### config.mk
export PLATFORM = sky130hd
export DESIGN_NAME = sorted_priority_task_table_core
export DESIGN_NICKNAME = d
export VERILOG_FILES = /design/src/hw/rtl/sptt_pkg.sv /design/src/hw/rtl/sptt_div.sv /design/src/hw/rtl/sptt_table.sv /design/src/hw/rtl/sorted_priority_task_table_core.sv
export SDC_FILE = /design/constraint.sdc
export NUM_CORES = 2
export LEC_CHECK = 0
export ABC_AREA = 1
export BUFFER_PORTS_ARGS = -buffer_cell sky130_fd_sc_hd__buf_2
export CORE_ASPECT_RATIO = 0.5
export CORE_MARGIN = 2
export CORE_UTILIZATION = 35
export DETAILED_ROUTE_END_ITERATION = 10
export GPL_ROUTABILITY_DRIVEN = 0
export GPL_TIMING_DRIVEN = 0
export PLACE_DENSITY = 0.48
export REMOVE_ABC_BUFFERS = 1
export SYNTH_ARGS = -nofsm -noshare
export SYNTH_HDL_FRONTEND = slang
export SYNTH_SLANG_ARGS = --single-unit
### constraint.sdc
create_clock -name aclk -period 10.33 [get_ports aclk]
set_input_delay 0 -clock aclk [delete_from_list [all_inputs] [get_ports aclk]]
set_output_delay 0 -clock aclk [all_outputs]
set_load 0.01 [all_outputs]
### src/hw/rtl/sptt_pkg.sv
// package for the sorted priority task table
// types, opcodes and status codes shared by the divider, the table and the top level
package sptt_pkg;

    localparam int MAX_TASKS = 16;
    localparam int IDX_W = $clog2(MAX_TASKS);
    localparam int CNT_W = $clog2(MAX_TASKS + 1);

    typedef enum logic [2:0] {
        FN_INSERT = 3'd0,
        FN_POP    = 3'd1,
        FN_REMOVE = 3'd2,
        FN_READY  = 3'd3,
        FN_PEEK   = 3'd4,
        FN_LCM    = 3'd5
    } func_t;

    typedef enum logic [2:0] {
        ST_OK       = 3'd0,
        ST_EMPTY    = 3'd1,
        ST_FULL     = 3'd2,
        ST_NOTFOUND = 3'd3,
        ST_OVERFLOW = 3'd4
    } status_t;

    typedef struct packed {
        logic [7:0]  id;
        logic [15:0] prio;
        logic [15:0] period;
    } entry_t;

    // request and response of the shared divider
    typedef struct packed {
        logic        start;
        logic [31:0] dividend;
        logic [31:0] divisor;
    } div_req_t;

    typedef struct packed {
        logic        done;
        logic [31:0] quot;
        logic [31:0] rem;
    } div_rsp_t;

    typedef enum logic [3:0] {
        S_IDLE,
        S_SCAN,
        S_SHIFT,
        S_READY_DIV,
        S_READY_WAIT,
        S_LCM_NEXT,
        S_GCD_DIV,
        S_GCD_WAIT,
        S_LCM_QDIV,
        S_LCM_QWAIT,
        S_LCM_MUL,
        S_DONE
    } state_t;

endpackage

### src/hw/rtl/sptt_div.sv
// shared restoring divider, one quotient bit per cycle
// depends on sptt_pkg
module sptt_div (
    input  logic              aclk,
    input  logic              aresetn,
    input  sptt_pkg::div_req_t req,
    output sptt_pkg::div_rsp_t rsp
);
    import sptt_pkg::*;

    logic        busy_reg;
    logic [5:0]  cnt_reg;
    logic [31:0] quot_reg;
    logic [31:0] rem_reg;
    logic [31:0] dvs_reg;
    logic        done_reg;
    logic [32:0] trial;

    assign trial = {rem_reg, quot_reg[31]} - {1'b0, dvs_reg};

    always_ff @(posedge aclk) begin
        if (!aresetn) begin
            busy_reg <= 1'b0;
            done_reg <= 1'b0;
            cnt_reg  <= '0;
        end else begin
            done_reg <= 1'b0;
            if (req.start) begin
                busy_reg <= 1'b1;
                cnt_reg  <= 6'd32;
                quot_reg <= req.dividend;
                rem_reg  <= '0;
                dvs_reg  <= req.divisor;
            end else if (busy_reg) begin
                // shift in one dividend bit, subtract when it fits
                if (!trial[32]) begin
                    rem_reg <= trial[31:0];
                    quot_reg <= {quot_reg[30:0], 1'b1};
                end else begin
                    rem_reg <= {rem_reg[30:0], quot_reg[31]};
                    quot_reg <= {quot_reg[30:0], 1'b0};
                end
                cnt_reg <= cnt_reg - 6'd1;
                if (cnt_reg == 6'd1) begin
                    busy_reg <= 1'b0;
                    done_reg <= 1'b1;
                end
            end
        end
    end

    assign rsp.done = done_reg;
    assign rsp.quot = quot_reg;
    assign rsp.rem  = rem_reg;
endmodule

### src/hw/rtl/sptt_table.sv
// sorted entry store: a row of registers that shifts one step per cycle
// depends on sptt_pkg
module sptt_table (
    input  logic                          aclk,
    input  logic                          aresetn,
    input  logic                          shift_up,
    input  logic                          shift_down,
    input  logic [sptt_pkg::IDX_W-1:0]    pos,
    input  logic                          wr_en,
    input  sptt_pkg::entry_t              wr_entry,
    input  logic [sptt_pkg::IDX_W-1:0]    rd_idx,
    output sptt_pkg::entry_t              rd_entry,
    output logic [sptt_pkg::CNT_W-1:0]    count
);
    import sptt_pkg::*;

    entry_t            ent_reg [MAX_TASKS];
    logic [CNT_W-1:0]  count_reg;

    // shift_up opens a hole at pos (insert), shift_down closes it (drop)
    always_ff @(posedge aclk) begin
        for (int i = 0; i < MAX_TASKS; i++) begin
            if (shift_up && (IDX_W'(i) > pos) && i > 0) begin
                ent_reg[i] <= ent_reg[i-1];
            end else if (shift_down && (IDX_W'(i) >= pos) && i < MAX_TASKS - 1) begin
                ent_reg[i] <= ent_reg[i+1];
            end
        end
        if (wr_en) begin
            ent_reg[pos] <= wr_entry;
        end
    end

    always_ff @(posedge aclk) begin
        if (!aresetn) begin
            count_reg <= '0;
        end else if (wr_en) begin
            count_reg <= count_reg + CNT_W'(1);
        end else if (shift_down) begin
            count_reg <= count_reg - CNT_W'(1);
        end
    end

    assign rd_entry = ent_reg[rd_idx];
    assign count    = count_reg;
endmodule

### src/hw/rtl/sorted_priority_task_table_core.sv
// top level of the sorted priority task table
// depends on sptt_pkg, sptt_div and sptt_table
//
// One beat in gives one beat out. A sequencer walks the table one entry per
// cycle, except where the ready check and the lcm wait on a division; they run
// every division through a single restoring divider. Ready is low from the
// accepted beat until the result beat has been taken. Table entries hold no
// reset value.
module sorted_priority_task_table_core (
    input  logic        aclk,
    input  logic        aresetn,
    input  logic        s_tvalid,
    output logic        s_tready,
    // func[2:0], proc_id[10:3], prio_in[26:11], period_in[42:27], tick[74:43]
    input  logic [79:0] s_tdata,
    output logic        m_tvalid,
    input  logic        m_tready,
    // found[0], task_id[8:1], task_prio[24:9], task_period[40:25],
    // lcm_value[72:41], status[75:73]
    output logic [79:0] m_tdata
);
    import sptt_pkg::*;

    state_t state_reg, state_next;

    // latched request
    logic [2:0]  func_reg;
    logic [7:0]  id_reg;
    logic [15:0] prio_reg;
    logic [15:0] period_reg;
    logic [31:0] tick_reg;
    logic [IDX_W-1:0] idx_reg;
    // euclid working pair and running lcm
    logic [31:0] ga_reg, gb_reg, acc_reg;
    logic [31:0] q_reg;
    // result
    logic        found_reg;
    entry_t      res_reg;
    logic [31:0] lcm_reg;
    status_t     status_reg;
    logic        out_valid_reg;

    div_req_t dreq;
    div_rsp_t drsp;
    entry_t   rd_entry;
    logic [CNT_W-1:0] count;
    logic     shift_up, shift_down, wr_en;
    logic [63:0] prod;
    logic     last;

    sptt_div u_div (.aclk, .aresetn, .req(dreq), .rsp(drsp));

    sptt_table u_table (
        .aclk, .aresetn,
        .shift_up, .shift_down,
        .pos(idx_reg), .wr_en,
        .wr_entry({id_reg, prio_reg, period_reg}),
        .rd_idx(idx_reg), .rd_entry, .count
    );

    assign s_tready = (state_reg == S_IDLE) && !out_valid_reg;
    assign m_tvalid = out_valid_reg;
    assign m_tdata  = {4'd0, status_reg, lcm_reg, res_reg.period, res_reg.prio,
                       res_reg.id, found_reg};
    assign last     = ({1'b0, idx_reg} + CNT_W'(1)) >= count;
    assign prod     = q_reg * {16'd0, rd_entry.period};

    // next state
    always_comb begin
        state_next = state_reg;
        unique case (state_reg)
            S_IDLE: if (s_tvalid && s_tready) state_next = S_SCAN;
            S_SCAN: begin
                priority if (func_reg > 3'(FN_LCM)) state_next = S_DONE;
                else if (func_reg == 3'(FN_INSERT)) begin
                    if (count >= CNT_W'(MAX_TASKS)) state_next = S_DONE;
                    else if (CNT_W'(idx_reg) >= count || rd_entry.prio >= prio_reg)
                        state_next = S_DONE;
                end else if (count == '0) state_next = S_DONE;
                else if (func_reg == 3'(FN_POP) || func_reg == 3'(FN_PEEK))
                    state_next = (func_reg == 3'(FN_POP)) ? S_SHIFT : S_DONE;
                else if (func_reg == 3'(FN_REMOVE)) begin
                    if (rd_entry.id == id_reg) state_next = S_SHIFT;
                    else if (last) state_next = S_DONE;
                end else if (func_reg == 3'(FN_READY)) begin
                    if (rd_entry.prio == '0) begin
                        if (last) state_next = S_DONE;
                    end else state_next = S_READY_DIV;
                end else state_next = S_LCM_NEXT;
            end
            S_SHIFT: state_next = S_DONE;
            S_READY_DIV: state_next = S_READY_WAIT;
            S_READY_WAIT: if (drsp.done) begin
                if (drsp.rem == '0 || last) state_next = S_DONE;
                else state_next = S_SCAN;
            end
            S_LCM_NEXT: begin
                if (CNT_W'(idx_reg) >= count) state_next = S_DONE;
                else if (rd_entry.period == '0 || acc_reg == '0)
                    state_next = last ? S_DONE : S_LCM_NEXT;
                else state_next = S_GCD_DIV;
            end
            S_GCD_DIV: state_next = S_GCD_WAIT;
            S_GCD_WAIT: if (drsp.done)
                state_next = (drsp.rem == '0) ? S_LCM_QDIV : S_GCD_DIV;
            S_LCM_QDIV: state_next = S_LCM_QWAIT;
            S_LCM_QWAIT: if (drsp.done) state_next = S_LCM_MUL;
            // the last entry wraps idx to zero, so a full table ends here
            S_LCM_MUL: state_next = (prod[63:32] != '0 || last) ? S_DONE : S_LCM_NEXT;
            S_DONE: state_next = S_IDLE;
            default: state_next = S_IDLE;
        endcase
    end

    // control outputs
    always_comb begin
        shift_up   = 1'b0;
        shift_down = 1'b0;
        wr_en      = 1'b0;
        dreq       = '0;
        unique case (state_reg)
            S_SCAN: if (func_reg == 3'(FN_INSERT) && count < CNT_W'(MAX_TASKS) &&
                        (CNT_W'(idx_reg) >= count || rd_entry.prio >= prio_reg)) begin
                shift_up = 1'b1;
                wr_en    = 1'b1;
            end
            S_SHIFT: shift_down = 1'b1;
            S_READY_DIV: begin
                dreq.start    = 1'b1;
                dreq.dividend = tick_reg;
                dreq.divisor  = {16'd0, rd_entry.prio};
            end
            S_GCD_DIV: begin
                dreq.start    = 1'b1;
                dreq.dividend = ga_reg;
                dreq.divisor  = gb_reg;
            end
            S_LCM_QDIV: begin
                dreq.start    = 1'b1;
                dreq.dividend = acc_reg;
                dreq.divisor  = ga_reg;
            end
            default: ;
        endcase
    end

    always_ff @(posedge aclk) begin
        if (!aresetn) begin
            state_reg     <= S_IDLE;
            out_valid_reg <= 1'b0;
        end else begin
            state_reg <= state_next;
            if (state_reg == S_DONE) out_valid_reg <= 1'b1;
            else if (m_tready) out_valid_reg <= 1'b0;
        end
    end

    // datapath
    always_ff @(posedge aclk) begin
        unique case (state_reg)
            S_IDLE: if (s_tvalid && s_tready) begin
                func_reg   <= s_tdata[2:0];
                id_reg     <= s_tdata[10:3];
                prio_reg   <= s_tdata[26:11];
                period_reg <= s_tdata[42:27];
                tick_reg   <= s_tdata[74:43];
                idx_reg    <= '0;
                acc_reg    <= 32'd1;
                found_reg  <= 1'b0;
                res_reg    <= '0;
                lcm_reg    <= '0;
                status_reg <= ST_OK;
            end
            S_SCAN: begin
                priority if (func_reg > 3'(FN_LCM)) status_reg <= ST_OK;
                else if (func_reg == 3'(FN_INSERT)) begin
                    if (count >= CNT_W'(MAX_TASKS)) status_reg <= ST_FULL;
                    else if (!(CNT_W'(idx_reg) >= count || rd_entry.prio >= prio_reg))
                        idx_reg <= idx_reg + IDX_W'(1);
                end else if (count == '0) status_reg <= ST_EMPTY;
                else if (func_reg == 3'(FN_POP) || func_reg == 3'(FN_PEEK)) begin
                    found_reg <= 1'b1;
                    res_reg   <= rd_entry;
                end else if (func_reg == 3'(FN_REMOVE)) begin
                    if (rd_entry.id == id_reg) begin
                        found_reg <= 1'b1;
                        res_reg   <= rd_entry;
                    end else if (last) status_reg <= ST_NOTFOUND;
                    else idx_reg <= idx_reg + IDX_W'(1);
                end else if (func_reg == 3'(FN_READY)) begin
                    if (rd_entry.prio == '0) begin
                        if (last) status_reg <= ST_NOTFOUND;
                        else idx_reg <= idx_reg + IDX_W'(1);
                    end
                end
            end
            S_READY_WAIT: if (drsp.done) begin
                if (drsp.rem == '0) begin
                    found_reg <= 1'b1;
                    res_reg   <= rd_entry;
                end else if (last) status_reg <= ST_NOTFOUND;
                else idx_reg <= idx_reg + IDX_W'(1);
            end
            S_LCM_NEXT: begin
                if (CNT_W'(idx_reg) >= count) lcm_reg <= acc_reg;
                else if (rd_entry.period == '0 || acc_reg == '0) begin
                    acc_reg <= '0;
                    idx_reg <= idx_reg + IDX_W'(1);
                    if (last) lcm_reg <= '0;
                end else begin
                    ga_reg <= acc_reg;
                    gb_reg <= {16'd0, rd_entry.period};
                end
            end
            S_GCD_WAIT: if (drsp.done) begin
                ga_reg <= gb_reg;
                gb_reg <= drsp.rem;
                // gcd is the last nonzero divisor
                if (drsp.rem == '0) ga_reg <= gb_reg;
            end
            S_LCM_QWAIT: if (drsp.done) q_reg <= drsp.quot;
            S_LCM_MUL: begin
                if (prod[63:32] != '0) begin
                    lcm_reg    <= 32'hFFFF_FFFF;
                    status_reg <= ST_OVERFLOW;
                end else begin
                    acc_reg <= prod[31:0];
                    if (last) lcm_reg <= prod[31:0];
                    idx_reg <= idx_reg + IDX_W'(1);
                end
            end
            default: ;
        endcase
    end

    // an accepted beat always lands in the sequencer
    a_accept: assert property (@(posedge aclk) disable iff (!aresetn)
        (s_tvalid && s_tready) |=> (state_reg == S_SCAN))
        else $error("accepted beat did not start the sequencer");
    // the result appears in the cycle after the done state
    a_done: assert property (@(posedge aclk) disable iff (!aresetn)
        (state_reg == S_DONE) |=> m_tvalid)
        else $error("result beat missing after done");
    // the table never holds more than its capacity
    a_count: assert property (@(posedge aclk) disable iff (!aresetn)
        count <= CNT_W'(MAX_TASKS))
        else $error("entry count past capacity");
endmodule

==> out/qor.log <==
qor: synthesis.yosysTopAreaCellShare 41.13%
qor: cts.cts_max_level 3
qor: die.initial_cell_density_of_the_core 35.29%
qor: worst_setup_path.biggest_cell_delay_along_the_critical_path 1020 ps
qor: worst_setup_path.crit_slowest_cell sky130_fd_sc_hd__dfxtp_4
qor: global_route.grt.total_usage 27.43%
qor: min_path.holdPathStages 3
qor: worst_setup_path.path_delay_family adder cells
qor: cts.worst_skew_pair.late_latency 800 ps
qor: drt.detail_route.vias_per_cell 5.553
qor: sta.timing_hold_violations_final 0
qor: finish.fin_nets 9414
qor: synthesis.synth.yosys.seq_area_share 41.72%
qor: die.die_height 330 um
qor: sta.timing.fmax 0.1003 GHz
qor: synthesis.post-synth-top-area-cell sky130_fd_sc_hd__edfxtp_1
qor: synthesis.synth.lib_cells_used.distinct 59
qor: finish.layout_common_cells sky130_fd_sc_hd__nand2_1 (1897), sky130_fd_sc_hd__inv_1 (1298), sky130_fd_sc_hd__edfxtp_1 (1019)
qor: cts.ctsLongestPathBuffers 3
qor: synthesis.synth_area 74390 um2
qor: global_route.antenna_violations_before_repair 10
qor: worst_setup_path.criticalPathCategory reg2reg
qor: worst_setup_path.timing.critical_path.fanout_max 66
qor: placement.dp_hpwl 206.4 mm
qor: finish.area.growth.synth_to_final 14.54%
qor: die.fp.coreArea 210800 um2
qor: drt.drt_pre_antenna_iters 10
qor: finish.layout.core_utilization 40.42%
qor: sta.maxSlewHeadroom 0.5932%
qor: global_route.pin_count_of_the_biggest_net_entering_global_routing 121
qor: worst_setup_path.rr_worst_depth 34
qor: worst_setup_path.cp.buffers_inverters 10
qor: min_path.hold_path.class in2reg
qor: die.std_cell_rows 119
qor: drt.postRouteWirelength 302.4 mm
qor: worst_setup_path.crit_path_end_kind flop
qor: drt.ant_nets 0
qor: sta.timing_worst_slew_pin_value 1482 ps
qor: job.max-cap-violations 1
qor: finish.flip_flop_count_of_the_largest_register_after_layout 640
qor: die.fp.dieArea 216500 um2
qor: finish.final_layout_size_suffix_gt1_share 7.216%
qor: cts.cts_tree done
qor: synthesis.post_synth_main_area_contributors sky130_fd_sc_hd__edfxtp_1 (41%), sky130_fd_sc_hd__fa_1 (11%), sky130_fd_sc_hd__nand2_1 (9.7%)
qor: drt.post-route-drc-count 4
qor: worst_setup_path.cp-start-kind flop
qor: cts.clk_transition_reported_paths 70 ps
qor: cts.cts_made_buffers 108
qor: synthesis.synthesis.instances 8720
qor: finish.layout_commonest_cell sky130_fd_sc_hd__nand2_1
qor: sta.rsz0062_at_grt false
qor: drt.dr.first_iter.drc_count 7714
qor: sta.totalNegativeSetupSlack 0 ps
qor: synthesis.syn_avg_cell_area 8.531 um2
qor: synthesis.ys_seq_elements 1041
qor: sta.fin_crit 9973 ps
qor: status.status finished, violations left
qor: worst_setup_path.critical-path-top-cell-by-count sky130_fd_sc_hd__fa_1
qor: worst_setup_path.crit_required 10790 ps
qor: sta.final_setup_fails 0
qor: global_route.grt_overflow_total 0
qor: drt.via_count 64740
qor: synthesis.async_reset_ff_share 0%
qor: global_route.first_pass_grt_wire_length 434.8 mm
qor: synthesis.synth-edff-count 1019
qor: global_route.grt_pass1_vias 61060
qor: drt.wl_per_cell 25.94 um
qor: worst_setup_path.critical_path_depth 34
qor: die.io_pins 166
qor: cts.cts-root-buf sky130_fd_sc_hd__clkbuf_16
qor: synthesis.synth_ff_type sky130_fd_sc_hd__edfxtp_1
qor: sta.finalClockSkew 70.45 ps
qor: cts.cts.sink_count 1041
qor: sta.period_share 96.55%
qor: worst_setup_path.cp.arrival 10430 ps
qor: placement.portBuffers 156
qor: sta.slew_violations 0
qor: die.die_w 656.0 um
qor: synthesis.yosys_warnings 0
qor: finish.num-fill-cells 21370
qor: status.violations design-rule violations, max-capacitance violations
[tightest hold or removal path, delay by kind of cell]
| kind | cells | cell delay, ps |
|---|---|---|
| buffers and inverters | 2 | 320 |
| AND/OR/NAND/NOR | 1 | 230 |
[final cells by class]
class / instances / area, um2 / share of cell area, %
multi-input cells: 5774 / 36340 / 42.65
clock inverters: 81 / 993.5 / 1.166
inverters: 1345 / 5179 / 6.078
clock buffers: 119 / 2744 / 3.220
repair buffers: 453 / 5328 / 6.252
well taps: 2843 / 3557 / 4.175
repair inverters: 1 / 11.26 / 0.01322
diodes: 1 / 2.502 / 0.002937
flip-flops and latches: 1041 / 31050 / 36.44
[final timing paths]
| kind | startpoint | end | slack, ps |
|---|---|---|---|
| worst max-delay path | flop | acc_reg[23] | 360 |
| worst min-delay path | s_tvalid | prio_reg[14] | 40 |
| worst max register to register | flop | acc_reg[23] | 360 |
| worst min register to register | u_div.quot_reg[10] | q_reg[10] | 450 |
[per-layer routing]
| metal | vias up | share of wire, % | routed length, um | GRT usage (%) |
|---|---|---|---|---|
| li1 | 29170 | - | - | - |
| met1 | 32030 | 44 | 134300 | 39.59 |
| met2 | 3042 | 43 | 129100 | 41.64 |
| met3 | 492 | 9.4 | 28430 | 5.254 |
| met4 | 2 | 3.5 | 10570 | 8.393 |
| met5 | - | 0.0026 | 8 | 0 |
[metrics by stage]
stage / hold WS, ps / setup WS [ps] / area, um2 / std cells
CTS: 16.53 / 38.19 / 84900 / 11640
global placement: 176.6 / -25070 / 76140 / 11160
finish: 35.98 / 356.7 / 85210 / 11660
detailed placement: 178.1 / -1832 / 79440 / 11290
global route: 50.97 / 27.25 / 85210 / 11660
floorplan: 97.63 / -9357 / 71800 / 8159
[synth_stat cells, types with 11 or more instances]
library cell / count
sky130_fd_sc_hd__nand2_1: 1932
sky130_fd_sc_hd__inv_1: 1313
sky130_fd_sc_hd__edfxtp_1: 1019
sky130_fd_sc_hd__o21ai_0: 811
sky130_fd_sc_hd__nor2_1: 613
sky130_fd_sc_hd__o211ai_1: 540
sky130_fd_sc_hd__fa_1: 420
sky130_fd_sc_hd__nand3_1: 402
sky130_fd_sc_hd__clkbuf_1: 370
sky130_fd_sc_hd__a21oi_1: 348
sky130_fd_sc_hd__ha_1: 186
sky130_fd_sc_hd__o21ai_1: 109
sky130_fd_sc_hd__a31oi_1: 105
sky130_fd_sc_hd__buf_2: 83
sky130_fd_sc_hd__buf_1: 48
sky130_fd_sc_hd__buf_6: 34
sky130_fd_sc_hd__xnor2_1: 31
sky130_fd_sc_hd__buf_4: 27
sky130_fd_sc_hd__o221ai_1: 27
sky130_fd_sc_hd__o22ai_1: 27
sky130_fd_sc_hd__nor4_1: 25
sky130_fd_sc_hd__xor2_1: 24
sky130_fd_sc_hd__nand4_1: 23
sky130_fd_sc_hd__dfxtp_1: 22
sky130_fd_sc_hd__nor3_1: 22
sky130_fd_sc_hd__a211oi_1: 17
sky130_fd_sc_hd__clkinv_1: 17
sky130_fd_sc_hd__inv_2: 12
sky130_fd_sc_hd__o2111ai_1: 11
[cell families (layout without fill, tap and decap cells)]
family                     count (synthesis)  in the layout  share of synthesized area [%]
AOI/OAI and AO/OA                       2041           2041                          16.26
xor gates and xnor gates                  55             55                         0.6475
adders and majority gates                606            606                          14.43
buffers and inverters                   1909           1999                          10.31
DFF                                     1041           1041                          41.72
other                                      1              5                       0.005041
and+or+nand+nor                         3067           3068                          16.62
[repair_timing]
action                                 CTS  global route
setup endpoints to repair              110           100
endpoints found under the hold margin  101             0
cloned                                   1             5
setup buffers                            8             9
gates resized for setup                 35            18
pin swaps                                0             2
hold buffers                           147             0
Power is not shown: default switching activity piles up to over one toggle a cycle in this logic, so the estimate is an artifact.
